**config.mk**
```make
export PLATFORM = sky130hd
export DESIGN_NAME = unique_id_base32_formatter_top
export DESIGN_NICKNAME = d
export VERILOG_FILES = /design/src/hdl/ubf_pkg.sv /design/src/hdl/ubf_store.sv /design/src/hdl/ubf_emit.sv /design/src/hdl/unique_id_base32_formatter_top.sv
export SDC_FILE = /design/constraint.sdc
export NUM_CORES = 1
export LEC_CHECK = 0
export BUFFER_PORTS_ARGS = -buffer_cell sky130_fd_sc_hd__buf_2
export CAP_MARGIN = 0
export CORE_MARGIN = 2
export CORE_UTILIZATION = 51
export CTS_CLUSTER_DIAMETER = 200
export DETAILED_ROUTE_END_ITERATION = 8
export PLACE_DENSITY_LB_ADDON = 0.1
export REMOVE_ABC_BUFFERS = 1
export SLEW_MARGIN = 25
export SYNTH_ARGS = -nofsm -noshare
export SYNTH_HDL_FRONTEND = slang
export SYNTH_HIERARCHICAL = 1
export SYNTH_SLANG_ARGS = --single-unit
```
**constraint.sdc**
```tcl
create_clock -name clk -period 5.9 [get_ports clk]
set_input_delay 0.885 -clock clk [delete_from_list [all_inputs] [get_ports clk]]
set_output_delay 0.885 -clock clk [all_outputs]
set_load 0.02 [all_outputs]
```
**src/hdl/ubf_pkg.sv**
```systemverilog
// shared types, constants and the character table for the base32 id formatter
// no dependencies

package ubf_pkg;

	localparam int WORD_W   = 32;
	localparam int DIGIT_W  = 5;
	localparam int CODE_W   = 7;
	localparam int CSUM_W   = 22;
	localparam int SEQ_W    = 4 * WORD_W + CSUM_W;
	localparam int CSUM_SHR = 10;
	localparam int GROUPS   = 30;
	localparam int GRP_W    = $clog2(GROUPS);
	localparam int PER_DASH = 5;
	localparam int SUB_W    = $clog2(PER_DASH);

	localparam logic [1:0]        LAST_INDEX = 2'd3;
	localparam logic [CODE_W-1:0] DASH_CODE  = 7'h2d;

	typedef enum logic [1:0] {
		ST_IDLE,
		ST_CHAR,
		ST_DASH
	} ubf_state_t;

	// handshake between the emitter and the bit store
	typedef struct packed {
		logic load;
		logic shift;
	} ubf_ctrl_t;

	localparam logic [CODE_W-1:0] GLYPHS [32] = '{
		7'h30, 7'h31, 7'h32, 7'h33, 7'h34, 7'h35, 7'h36, 7'h37,
		7'h38, 7'h39, 7'h41, 7'h42, 7'h44, 7'h46, 7'h47, 7'h48,
		7'h4a, 7'h4b, 7'h4c, 7'h4d, 7'h4e, 7'h50, 7'h51, 7'h52,
		7'h53, 7'h54, 7'h55, 7'h56, 7'h57, 7'h58, 7'h59, 7'h5a
	};

	function automatic logic [CODE_W-1:0] glyph(input logic [DIGIT_W-1:0] digit);
		return GLYPHS[digit];
	endfunction

endpackage

```
**src/hdl/ubf_store.sv**
```systemverilog
// id word store, checksum and the 5-bit digit shift register
// uses ubf_pkg

module ubf_store
	import ubf_pkg::*;
(
	input  logic                clk,
	input  logic                arst_n,
	input  logic                wr_en,
	input  logic [1:0]          word_index,
	input  logic [WORD_W-1:0]   id_word,
	input  ubf_ctrl_t           ctrl,
	output logic [DIGIT_W-1:0]  digit,
	output logic                id_valid
);

	logic [WORD_W-1:0] id_q [4];
	logic [WORD_W-1:0] w [4];
	logic [WORD_W-1:0] xsum;
	logic [WORD_W-1:0] csum;
	logic [SEQ_W-1:0]  seq_q;
	logic              valid_q;

	// current word overrides its stored copy so word 3 counts at once
	always_comb begin
		for (int i = 0; i < 4; i++) begin
			w[i] = (wr_en && word_index == 2'(i)) ? id_word : id_q[i];
		end
		xsum = w[0] ^ w[1] ^ w[2] ^ w[3];
		csum = xsum ^ (xsum >> CSUM_SHR);
	end

	always_ff @(posedge clk or negedge arst_n) begin
		if (!arst_n) begin
			for (int i = 0; i < 4; i++) begin
				id_q[i] <= '0;
			end
		end else if (wr_en) begin
			id_q[word_index] <= id_word;
		end
	end

	always_ff @(posedge clk) begin
		if (ctrl.load) begin
			seq_q   <= {csum[CSUM_W-1:0], w[3], w[2], w[1], w[0]};
			valid_q <= |{w[3], w[2], w[1], w[0]};
		end else if (ctrl.shift) begin
			seq_q <= seq_q >> DIGIT_W;
		end
	end

	assign digit    = seq_q[DIGIT_W-1:0];
	assign id_valid = valid_q;

endmodule

```
**src/hdl/ubf_emit.sv**
```systemverilog
// character sequencer: groups, dashes and the output register
// uses ubf_pkg

module ubf_emit
	import ubf_pkg::*;
(
	input  logic                clk,
	input  logic                arst_n,
	input  logic                start,
	input  logic [DIGIT_W-1:0]  digit,
	input  logic                id_valid_in,
	output ubf_ctrl_t           ctrl,
	output logic                idle,
	output logic                out_valid,
	input  logic                out_ready,
	output logic [CODE_W-1:0]   char_code,
	output logic                last_char,
	output logic                id_valid
);

	ubf_state_t        state_q, state_d;
	logic [GRP_W-1:0]  grp_q, grp_d;
	logic [SUB_W-1:0]  sub_q, sub_d;
	logic              advance;
	logic [CODE_W-1:0] code_nxt;
	logic              last_nxt;
	logic              out_valid_q;
	logic [CODE_W-1:0] char_q;
	logic              last_q;
	logic              idv_q;

	assign advance = (state_q != ST_IDLE) && (!out_valid_q || out_ready);

	always_comb begin
		state_d    = state_q;
		grp_d      = grp_q;
		sub_d      = sub_q;
		code_nxt   = DASH_CODE;
		last_nxt   = 1'b0;
		ctrl.load  = 1'b0;
		ctrl.shift = 1'b0;
		case (state_q)
			ST_IDLE: begin
				if (start) begin
					ctrl.load = 1'b1;
					grp_d     = '0;
					sub_d     = '0;
					state_d   = ST_CHAR;
				end
			end
			ST_CHAR: begin
				code_nxt = glyph(digit);
				last_nxt = (grp_q == GRP_W'(GROUPS - 1));
				if (advance) begin
					ctrl.shift = 1'b1;
					grp_d      = grp_q + 1'b1;
					if (last_nxt) begin
						state_d = ST_IDLE;
					end else if (sub_q == SUB_W'(PER_DASH - 1)) begin
						sub_d   = '0;
						state_d = ST_DASH;
					end else begin
						sub_d = sub_q + 1'b1;
					end
				end
			end
			ST_DASH: begin
				if (advance) begin
					state_d = ST_CHAR;
				end
			end
			default: begin
				state_d = ST_IDLE;
			end
		endcase
	end

	always_ff @(posedge clk or negedge arst_n) begin
		if (!arst_n) begin
			state_q     <= ST_IDLE;
			grp_q       <= '0;
			sub_q       <= '0;
			out_valid_q <= 1'b0;
		end else begin
			state_q <= state_d;
			grp_q   <= grp_d;
			sub_q   <= sub_d;
			if (advance) begin
				out_valid_q <= 1'b1;
			end else if (out_ready) begin
				out_valid_q <= 1'b0;
			end
		end
	end

	always_ff @(posedge clk) begin
		if (advance) begin
			char_q <= code_nxt;
			last_q <= last_nxt;
			idv_q  <= id_valid_in;
		end
	end

	assign idle      = (state_q == ST_IDLE);
	assign out_valid = out_valid_q;
	assign char_code = char_q;
	assign last_char = last_q;
	assign id_valid  = idv_q;

endmodule

```
**src/hdl/unique_id_base32_formatter_top.sv**
```systemverilog
// top level of the base32 id formatter
// uses ubf_pkg, ubf_store and ubf_emit
//
// usage:
//   the input channel takes one 32-bit id word per accepted word, tagged with
//   word_index. words 0 to 2 are stored and give no output.
//   word 3 is stored and starts a run of 35 output words: 30 characters of
//   the 0-9/A-Z alphabet without C, E, I, O, with a dash after every fifth
//   character but the last; last_char marks the final one, id_valid says the
//   id is non-zero.
//   on word 3 the bit store loads and the sequencer leaves idle; the first
//   character then enters the output register. with out_ready held high one
//   character is sent per cycle, each non-dash one shifting out a 5-bit digit.
//   in_ready is low while a run is in progress and rises as the final
//   character enters the output register, so a new id can load while it
//   waits to be taken.
//   a low out_ready holds the output register and the sequencer in place;
//   nothing is dropped.
//   reset clears the stored id words to zero and leaves the block idle with
//   no output valid.

module unique_id_base32_formatter_top
	import ubf_pkg::*;
(
	input  logic                clk,
	input  logic                arst_n,
	input  logic                in_valid,
	output logic                in_ready,
	input  logic [1:0]          word_index,
	input  logic [WORD_W-1:0]   id_word,
	output logic                out_valid,
	input  logic                out_ready,
	output logic [CODE_W-1:0]   char_code,
	output logic                last_char,
	output logic                id_valid
);

	ubf_ctrl_t          ctrl;
	logic               idle;
	logic               wr_en;
	logic               start;
	logic [DIGIT_W-1:0] digit;
	logic               store_valid;

	assign in_ready = idle;
	assign wr_en    = in_valid && idle;
	assign start    = wr_en && (word_index == LAST_INDEX);

	ubf_store u_store (
		.clk        (clk),
		.arst_n     (arst_n),
		.wr_en      (wr_en),
		.word_index (word_index),
		.id_word    (id_word),
		.ctrl       (ctrl),
		.digit      (digit),
		.id_valid   (store_valid)
	);

	ubf_emit u_emit (
		.clk         (clk),
		.arst_n      (arst_n),
		.start       (start),
		.digit       (digit),
		.id_valid_in (store_valid),
		.ctrl        (ctrl),
		.idle        (idle),
		.out_valid   (out_valid),
		.out_ready   (out_ready),
		.char_code   (char_code),
		.last_char   (last_char),
		.id_valid    (id_valid)
	);

	// the final word of a run is a character, never a dash
	a_last_not_dash: assert property (@(posedge clk) disable iff (!arst_n)
		out_valid && last_char |-> char_code != DASH_CODE)
		else $error("last word of a run is a dash");

	// word 3 starts a run, so input closes on the next cycle
	a_start_busy: assert property (@(posedge clk) disable iff (!arst_n)
		in_valid && in_ready && word_index == LAST_INDEX |=> !in_ready)
		else $error("input still open after run start");

	// loading and shifting the bit store never coincide
	a_ctrl_excl: assert property (@(posedge clk) disable iff (!arst_n)
		!(ctrl.load && ctrl.shift))
		else $error("bit store load and shift together");

	// a dash is never flagged as the last word of a run
	a_dash_after_char: assert property (@(posedge clk) disable iff (!arst_n)
		out_valid && char_code == DASH_CODE |-> !last_char)
		else $error("dash flagged as last");

endmodule

```
Word level (Yosys, flattened, before mapping)
Memories as Yosys holds them, arrays and structs flattened. A register that Yosys moved wholly into a read port is not among the register bits.
Cells that the tools add are included.

word-level totals
  memories = 1
  output and inout bits = 11
  memory bits (read-only) = 224
  bits in registers = 292
  word-level logic and storage cells = 84

memories
  memory           depth  width  rd ports  clocked after Yosys merged registers in  write ports  line           text
  (no name shown)  32     7      1         1                                        0            ubf_pkg.sv:40  return GLYPHS[digit];

cells by class
  reduce and logical (&&, ||, !) cells = 20
  equal/unequal tests = 12
  order comparisons = 2
  bitwise logic cells = 6
  add/subtract/negate cells = 2
  muxes and demuxes = 29

operator list
  operator               number
  $mux W150              2
  $mux W32               5
  $bwmux W128            1
  $reduce_or A128 Y1     1
  $xor A32 B32 Y32       3
  $demux W32 S2          1
  $xor A22 B22 Y22       1
  $mux W3                4
  $mux W2                5
  $mux W5                2
  $pmux W5 S2            1
  $reduce_and A4 Y1      2
  $reduce_bool A2 Y1     4
  $logic_and A1 B1 Y1    7
  $eq A2 B2 Y1 const B   3
  $mux W1                6
  $ne A2 B1 Y1 const B   3
  $not A5 Y6             1
  $pmux W2 S3            1
  $pmux W3 S2            1
  $add A5 B1 Y5 const B  1
  $eq A5 B5 Y1 const B   1
  $eq A2 B1 Y1 const B   2
  $logic_not A2 Y1       2
  other kinds (10)       11

Longest topological paths before layout
Gate-level depths: netlist (run 1).

  depth after elaboration = 9
  gate-level depth with buffers = 12

By module
Netlist (run 1), hierarchy kept.

by module, submodules not included
  module                          sequential area each (um^2)  area each (um^2)  cells each  instances
  ubf_store                       7737.4                       13356.6           1198        1
  ubf_emit                        545.5                        1257.5            125         1
  unique_id_base32_formatter_top  0.0                          16.3              2           1

Least setup slack after synthesis (run 1)
Ideal clock, no wire load.

  path type = register to register
  from = reg u_emit.state_q[0]
  to = reg u_store.seq_q[0], enable pin
  stages on the path, launching flop included = 8
  slack = 1.446 ns
  period minus slack after synthesis = 4.454 ns
  library setup time = 0.447 ns
  path buffers = 3
  arrival = 4.008 ns
  cell sequence = dfrtp_1 -> buf_6 -> nor2_1 -> and4_1 -> nor3b_2 -> clkbuf_1 -> clkbuf_1 -> or2_2

RTL lines
  item                      line             text
  start: declaration        ubf_emit.sv:21   ubf_state_t state_q, state_d;
  start signal: assignment  ubf_emit.sv:85   state_q <= state_d;
  end signal: assignment    ubf_store.sv:45  seq_q <= {csum[CSUM_W-1:0], w[3], w[2], w[1], w[0]};
  end signal: assignment    ubf_store.sv:48  seq_q <= seq_q >> DIGIT_W;
  end: declaration          ubf_store.sv:21  logic [SEQ_W-1:0] seq_q;

Worst setup path after layout (run 1)
  from = reg u_emit.state_q[0]
  to = reg u_store.valid_q, in the netlist u_store/id_valid (data pin)

between the ends
  longest elaborated chain between the ends = 5
  elaborated cells on any way between the ends = 11

RTL lines
  item                     line                                  text
  $logic_not A2 Y1 (*)     ubf_emit.sv:104                       assign idle = (state_q == ST_IDLE);
  $logic_and A1 B1 Y1 (*)  unique_id_base32_formatter_top.sv:46  assign wr_en = in_valid && idle;
  via wr_en                unique_id_base32_formatter_top.sv:40  logic wr_en;
  $logic_and A1 B1 Y1      ubf_store.sv:27                       w[i] = (wr_en && word_index == 2'(i)) ? id_word : id_q[i];
  $mux W32                 ubf_store.sv:27
  $reduce_or A128 Y1 (*)   ubf_store.sv:46                       valid_q <= |{w[3], w[2], w[1], w[0]};
  end signal: assignment   ubf_store.sv:46
  end: declaration         ubf_store.sv:22                       logic valid_q;

The timed path passes the listed nets; every way through them passes the cells marked *.
A chain may end at the register's enable or synchronous reset.

==> results of run 1 <==
==> worst reg2reg max path: stages, from the launching register on <==
cell and delay [ps]:
dfrtp_1 510, nor2_1 290, and2_2 550, nor3b_2 310
buf_4 490, mux2i_1 610, o2111a_1 320, nand4_1 110
or4_1 540, or4_1 400
==> area by class of cell <==
class	instances	share of cell area [%]
multi-input cells	811	33.46
clock buffers	50	6.349
clock inverters	13	0.5912
well taps	384	2.948
inverters	142	3.271
repair buffers	64	2.557
flip-flops and latches	299	50.83
==> per-stage QoR <==
| step | power (W) | std cells | setup slack, ps |
|---|---|---|---|
| finish | 0.01059 | 1763 | 1545 |
| global route | 0.01126 | 1763 | 1408 |
| CTS | 0.01064 | 1763 | 1582 |
| detailed placement | 0.008471 | 1700 | 1452 |
| global placement | 0.008392 | 1700 | 1502 |
| floorplan | 0.007226 | 1252 | -6575 |
==> worst max-delay path by stage <==
stage,startpoint,to,depth (start not counted)
floorplan,u_emit/state_q[0],u_store/seq_q[0],4
global placement,in_valid,u_store/id_valid,9
detailed placement,in_valid,u_store/id_valid,9
CTS,u_emit/state_q[0],u_store/id_valid,9
global route,u_emit/state_q[0],u_store/id_valid,9
finish,u_emit/state_q[0],u_store/id_valid,9
==> cell families (layout without fill, tap and decap cells) <==
logic type | Yosys count | after routing
buf+inv | 215 | 269
simple gates | 296 | 296
compound gates | 251 | 251
mux | 138 | 138
flops | 299 | 299
fa+ha+maj | 8 | 8
xor+xnor | 118 | 118
==> flip-flops by register name, summed over array words and instances (netlist names) <==
signal and cells:
u_store/seq_q 150, u_emit/char_code 7, u_emit/state_q 2, u_emit/grp_q 5, u_emit/out_valid 1, u_store/id_q 128
u_emit/last_char 1, u_emit/id_valid 1, u_store/id_valid 1, u_emit/sub_q 3
==> power by group <==
group          switching, W  internal (W)  leakage, nW  total (W)
combinational       0.00262       0.00174         3.52    0.00436
clock              0.000851       0.00127        0.558    0.00212
sequential         0.000588       0.00352         3.22    0.00411
==> per-layer routing <==
metal	vias to the layer above	wire length (um)
met2	297	17420
met5	-	42
met3	65	2374
met4	8	858
met1	4892	17030
li1	4666	-
==> cells in the final DEF, fill, tap and decap left out, drive strengths merged, types with 9 or more instances in the layout <==
cell / instances
nor3: 15
mux2i: 133
nand2: 13
nand4: 12
dfrtp: 139
o21ai: 13
buf: 64
nor4: 12
o31ai: 9
clkinv: 11
nand3: 10
nand2b: 10
or4: 10
a21oi: 166
nor2: 174
o32ai: 9
inv: 142
edfxtp: 160
clkbuf: 50
xnor2: 113
==> results.toml, run 1 <==
[synthesis]
synthSimpleGateAreaFrac_pct = 9.647
ys_seq_area_share_pct = 56.62
synth_edf_count = 160
netlist_area_sq_um = 14630
netlist_instances = 1325
yosys.area_share.adder_pct = 0.6842
synthTopCellsByArea = "edfxtp_1 (33%), dfrtp_1 (24%), mux2i_1 (9.0%)"
yosys.area_share.xor_xnor_pct = 7.064
yosysMostFrequentCell = "nor2_1"
synth_ff_type = "edfxtp_1"
synthTopCellsByCount = "nor2_1 (174), a21oi_1 (166), edfxtp_1 (160), inv_1 (140), dfrtp_1 (139)"
synth_top_family_by_area = "compound AO/OA/AOI/OAI gates"
synth_area_per_cell_sq_um = 11.04
async_reset_ff_share_pct = 46.49
synth_seq_cells = 299
synthMuxAreaShare_pct = 9.510
synth_top_area_share_pct = 32.84
synth_compound_area_share_pct = 10.24
synth_warnings = 6
ys_types = 70
synth.largest_area_cell = "edfxtp_1"

[worst_setup_path]
cp.required_ps = 6150
r2r_slack_ps = 1550
reg2reg_depth = 9
crit_chain = "nor2_1 -> and2_2 -> nor3b_2 -> buf_4 -> mux2i_1 -> o2111a_1 -> nand4_1 -> or4_1 -> or4_1"
cp_top_family = "simple AND/OR/NAND/NOR gates"
r2r-start = "u_emit/state_q[0]"
cp_slowest_cell = "mux2i_1"
crit_path_max_fanout = 27
cp-end-kind = "register"
cp-start-kind = "register"
worstReg2RegEnd = "u_store/id_valid"
path_buf_inv = 1
cpPeakStageDelay_ps = 570
crit_arrival_ps = 4610
critPathKind = "reg -> reg"
path_common_cell = "or4_1"

[final_layout]
seq_area_sq_um = 8283
area_growth_pct = 11.39
drive_above_1_share_pct = 10.15
final_area_sq_um = 16300
n_fill_cell = 2485
fin_nets = 1399
multi_input_comb_area_sq_um = 5453
antenna_cells = 0
post-route-util_pct = 57.24

[global_routing]
grt_usage_pct = 25.25
grt_max_degree = 164
grt_remaining_overflow = 0
use_met1_pct = 35.63
grt_pass1_wl_um = 57930
grt_use_met3_pct = 4.978
grt_busiest_layer = "met2"
grt.met2_usage_pct = 40.12
grt_pass1_vias = 9592
antenna_found_initial = 5

[timing]
fin_skew_ps = 16.86
fin_crit_ps = 4355
period_share_pct = 73.81
drv_slew = 0
fin_setup_tns_ps = 0
finalSetupViolCount = 0
rsz0062_at_grt = "no"
tightest_slew_ps = 934.2
max_freq_mhz = 229.6
hold_viol = 0
worst_hold_slack_ps = 404.7
slew-limit-headroom_pct = 35.94

[placed_design]
port_buffers = 48
dpl-instance-area_sq_um = 15170
dp_hpwl_um = 26210
gp_congestion = 0.8698

[cts]
cts_tree = "yes"
insertion_delay_ps = 520
clk_pin_slew_ps = 60
post_cts_buffers = 0
ctsHoldBuffers = 0
cts_sinks = 299
cts_resized = 0
clock_path_buffers = 3
cts-root-buf = "clkbuf_16"
cts_made_buffers = 35
h-tree-depth = 2

[status]
status = "finished clean"

[die]
die_area_sq_um = 30060
rows = 62
fp.dieH_um = 173.4
initial_core_util_pct = 51.39
die_w_um = 173.4
ios = 49
core_area_sq_um = 28470

[route]
finalWirelength_um = 37720
dr.pass1.iters = 5
ant_nets = 0
routed_via_density = 5.631
routedWlPerCell_um = 21.40
drc = 0
vias = 9928
initialDrtViolationCount = 904

[pwr]
cellPowerDensity_nw_per_um2 = 649.8
ir_drop_uv = 293.9
leakagePower_nw = 7.296

[worst_hold_path]
hold_path_class = "in -> async"

[flow_run]
maxCapViolations = 0
No activity file was read; power rests on OpenSTA's default activity.
==> run 2, diff against run 1 <==
==> constraint.sdc (replaced) <==
create_clock -name clk -period 3.9 [get_ports clk]
set_input_delay 0.585 -clock clk [delete_from_list [all_inputs] [get_ports clk]]
set_output_delay 0.585 -clock clk [all_outputs]
set_load 0.02 [all_outputs]
==> results.toml, run 2 (synthesis gave the netlist of run 1 again) <==
[status]
status = "finished clean"

[pwr]
leakagePower_nw = 7.481
cellPowerDensity_nw_per_um2 = 971.2
ir_drop_uv = 405.2

[worst_hold_path]
hold_path_class = "in -> async"

[timing]
fin_skew_ps = 10.20
fin_crit_ps = 3591
max_freq_mhz = 278.5
finalSetupViolCount = 0
worst_hold_slack_ps = 120.0
drv_slew = 0
period_share_pct = 92.08
rsz0062_at_grt = "no"
slew-limit-headroom_pct = 43.93
fin_ws_ps = 309.0
hold_viol = 0
tightest_slew_ps = 841.1

[placed_design]
port_buffers = 48
dp_hpwl_um = 26910
post-place-ws_ps = 383.0
gp_congestion = 0.8881

[cts]
cts-root-buf = "clkbuf_16"
ctsHoldBuffers = 0
cts_sinks = 299
post_cts_buffers = 0
h-tree-depth = 2
cts_tree = "yes"
cts_resized = 0
cts_made_buffers = 35
clock_path_buffers = 3
insertion_delay_ps = 510
clk_pin_slew_ps = 60

[route]
vias = 10096
dr.pass1.iters = 7
drc = 0
routed_via_density = 5.590
routedWlPerCell_um = 21.10
ant_nets = 0
initialDrtViolationCount = 774
finalWirelength_um = 38110

[final_layout]
post-route-util_pct = 58.40
regMostFlops = "u_store/seq_q"
mostFrequentLayoutCell = "nor2_1"
largest_reg_flops = 150
area_growth_pct = 13.64
antenna_cells = 0
fin_nets = 1442
layout_common_cells = "nor2_1 (174), a21oi_1 (166), edfxtp_1 (160)"
drive_above_1_share_pct = 12.24
n_fill_cell = 2459

[flow_run]
maxCapViolations = 0

[worst_setup_path]
r2r-start = "u_emit/state_q[1]"
r2r_slack_ps = 310
crit_arrival_ps = 3840
cp-end-kind = "register"
crit_path_end = "u_store/id_valid"
cp.required_ps = 4150
reg2reg_depth = 9
crit_path_max_fanout = 15
cp-start-kind = "register"
critPathKind = "reg -> reg"
startpoint = "u_emit/state_q[1]"
worstReg2RegEnd = "u_store/id_valid"

[die]
die_w_um = 173.4
fp.dieH_um = 173.4
initial_core_util_pct = 51.39
core_area_sq_um = 28470
ios = 49
die_area_sq_um = 30060
rows = 62

[global_routing]
grt_remaining_overflow = 0
grt_pass1_wl_um = 59430
grt_usage_pct = 25.66
grt_pass1_vias = 9907
antenna_found_initial = 1
grt_max_degree = 158
==> run 2: per-stage QoR <==
stage	area, sq um	TNS, ps	power [W]	std cells
floorplan	14250	-2320220	0.01093	1252
global placement	15530	0	0.01294	1743
detailed placement	15530	0	0.01304	1743
CTS	16630	0	0.01623	1806
global route	16630	0	0.01722	1806
finish	16630	0	0.01615	1806
==> run 2: worst min path at each step <==
stage | to | cells past startpoint
6_report | u_emit/grp_q[3] | 1
5_1_grt | u_emit/grp_q[3] | 1
4_1_cts | u_emit/grp_q[3] | 1
3_5_place_dp | u_store/id_q[91] | 2
3_3_place_gp | u_store/id_q[91] | 2
2_1_floorplan | u_emit/grp_q[0] | 0
==> run 2: where the power goes <==
part,internal [W],switching [W]
registers,0.00532,0.000868
clock network,0.00188,0.00125
logic,0.00290,0.00393
total,0.0101,0.00604
==> run 2: metal layers <==
layer	GRT usage [%]	wire (um)	vias to the layer above
met5	0	11	-
met3	3.706	1884	62
met4	6.073	754	2
met1	37.13	17470	5036
met2	41.22	17990	256
li1	-	-	4740
==> run 2: area by class of cell <==
cell class / count / area [sq um] / area share (%)
multi-input cells: 811 / 5453 / 32.80
inverters: 142 / 533.0 / 3.206
clock inverters: 9 / 68.82 / 0.4139
repair buffers: 107 / 777.0 / 4.673
well taps: 384 / 480.5 / 2.890
clock buffers: 54 / 1031 / 6.201
flip-flops and latches: 299 / 8283 / 49.82
==> run 2: critical path, cell delays in order, from the launching register on <==
cell	delay [ps]
dfrtp_1	470
nor2_1	160
and2_2	400
nor3b_2	220
buf_4	280
mux2i_1	440
o2111a_1	340
nand4_1	90
or4_1	510
or4_1	390
==> run 3, diff against run 2 <==
--- a/config.mk
+++ b/config.mk
@@ -12,7 +12,6 @@
 export CTS_CLUSTER_DIAMETER = 200
 export DETAILED_ROUTE_END_ITERATION = 8
 export PLACE_DENSITY_LB_ADDON = 0.1
-export REMOVE_ABC_BUFFERS = 1
 export SLEW_MARGIN = 25
 export SYNTH_ARGS = -nofsm -noshare
 export SYNTH_HDL_FRONTEND = slang
==> results.toml, run 3 (synthesis gave the netlist of run 1 again) <==
[final_layout]
fin_nets = 1434
final_area_sq_um = 16630
mostFrequentLayoutCell = "nor2_1"
area_growth_pct = 13.65
layout_common_cells = "nor2_1 (174), a21oi_1 (166), edfxtp_1 (160)"
multi_input_comb_area_sq_um = 5453
post-route-util_pct = 58.40
drive_above_1_share_pct = 12.17
largest_reg_flops = 150
regMostFlops = "u_store/seq_q"
seq_area_sq_um = 8283
n_fill_cell = 2427

[worst_setup_path]
crit_path_end = "u_store/id_valid"
crit_path_max_fanout = 21
worstReg2RegEnd = "u_store/id_valid"
cp-end-kind = "register"
critPathKind = "reg -> reg"
cp.required_ps = 4140
r2r_slack_ps = 370
cp-start-kind = "register"
crit_arrival_ps = 3770
reg2reg_depth = 10
r2r-start = "u_emit/state_q[1]"
startpoint = "u_emit/state_q[1]"

[timing]
rsz0062_at_grt = "no"
slew-limit-headroom_pct = 39.52
fin_setup_tns_ps = 0
drv_slew = 0
period_share_pct = 90.40
max_freq_mhz = 283.6
finalSetupViolCount = 0
hold_viol = 0
tightest_slew_ps = 903.8
fin_crit_ps = 3526
fin_skew_ps = 12.16

[cts]
post_cts_buffers = 0
cts_resized = 0
cts_made_buffers = 36
cts-root-buf = "clkbuf_16"
clock_path_buffers = 3
insertion_delay_ps = 510
cts_sinks = 299
clk_pin_slew_ps = 60
cts_tree = "yes"
h-tree-depth = 2
ctsHoldBuffers = 0

[worst_hold_path]
hold_path_class = "in -> async"

[die]
core_area_sq_um = 28470
initial_core_util_pct = 51.39
die_w_um = 173.4
die_area_sq_um = 30060
fp.dieH_um = 173.4
ios = 49
rows = 62

[route]
routedWlPerCell_um = 22.43
drc = 0
dr.pass1.iters = 5
initialDrtViolationCount = 888
finalWirelength_um = 40340
ant_nets = 0
vias = 10075
routed_via_density = 5.603

[placed_design]
dp_hpwl_um = 28700
port_buffers = 48
dpl-instance-area_sq_um = 15470
gp_congestion = 0.8853

[global_routing]
grt_max_degree = 96
grt_usage_pct = 27.19
grt_remaining_overflow = 0
antenna_found_initial = 1
grt_pass1_wl_um = 61540
grt_pass1_vias = 10071

[pwr]
cellPowerDensity_nw_per_um2 = 988.4
leakagePower_nw = 7.483
ir_drop_uv = 506.8

[flow_run]
maxCapViolations = 0

[status]
status = "finished clean"

[synthesis]
syn_nets = 1371
## run 3: critical path, cell delays in order, from the launching register on
cell and delay, ps:
dfrtp_1 480, nor2_1 280, and2_2 280, buf_4 270, nand2b_1 90, buf_4 200, nor4_1 200, o21ai_0 150
a221o_1 330, or4_1 550, or4_1 410
## run 3: worst min path at each step
stage                           start                to  slack [ps]
finish                         arst_n   u_emit/grp_q[3]         150
detailed placement   u_store/id_valid   u_emit/id_valid         470
global placement    u_emit/state_q[0]  u_emit/out_valid         490
global route                   arst_n   u_emit/grp_q[3]         210
floorplan                      arst_n   u_emit/grp_q[0]         290
CTS                            arst_n   u_emit/grp_q[2]         190
## run 3: layer usage
layer	up-vias	global-route usage, %	part of all wire (%)
met5	-	0	0.032
met4	2	9.922	3.7
met3	78	4.057	4.8
met2	308	43.37	47
met1	4950	38.07	45
li1	4737	-	-
## run 3: cell type report
| type | instances | area share (%) |
|---|---|---|
| Multi-Input combinational cell | 811 | 32.79 |
| Inverter | 142 | 3.206 |
| Clock buffer | 49 | 6.080 |
| Timing Repair Buffer | 98 | 4.342 |
| Sequential cell | 299 | 49.82 |
| Clock inverter | 14 | 0.8579 |
| Tap cell | 384 | 2.890 |
| Antenna cell | 1 | 0.01505 |
## run 3: power breakdown
part,internal (W),switching [W]
Clock,0.00201,0.00126
Combinational,0.00283,0.00411
Sequential,0.00533,0.000900
## run 3: per-stage QoR
| stage | hold WS [ps] | setup slack [ps] | cells | total power (W) |
|---|---|---|---|---|
| after global routing | 206.8 | 208.6 | 1797 | 0.01745 |
| final | 145.6 | 374.5 | 1798 | 0.01643 |
| after global placement | 485.3 | 583.3 | 1734 | 0.01310 |
| after detailed placement | 466.3 | 467.7 | 1734 | 0.01317 |
| after CTS | 193.7 | 440.8 | 1797 | 0.01650 |
| after floorplan | 289.4 | 192.8 | 1325 | 0.01092 |
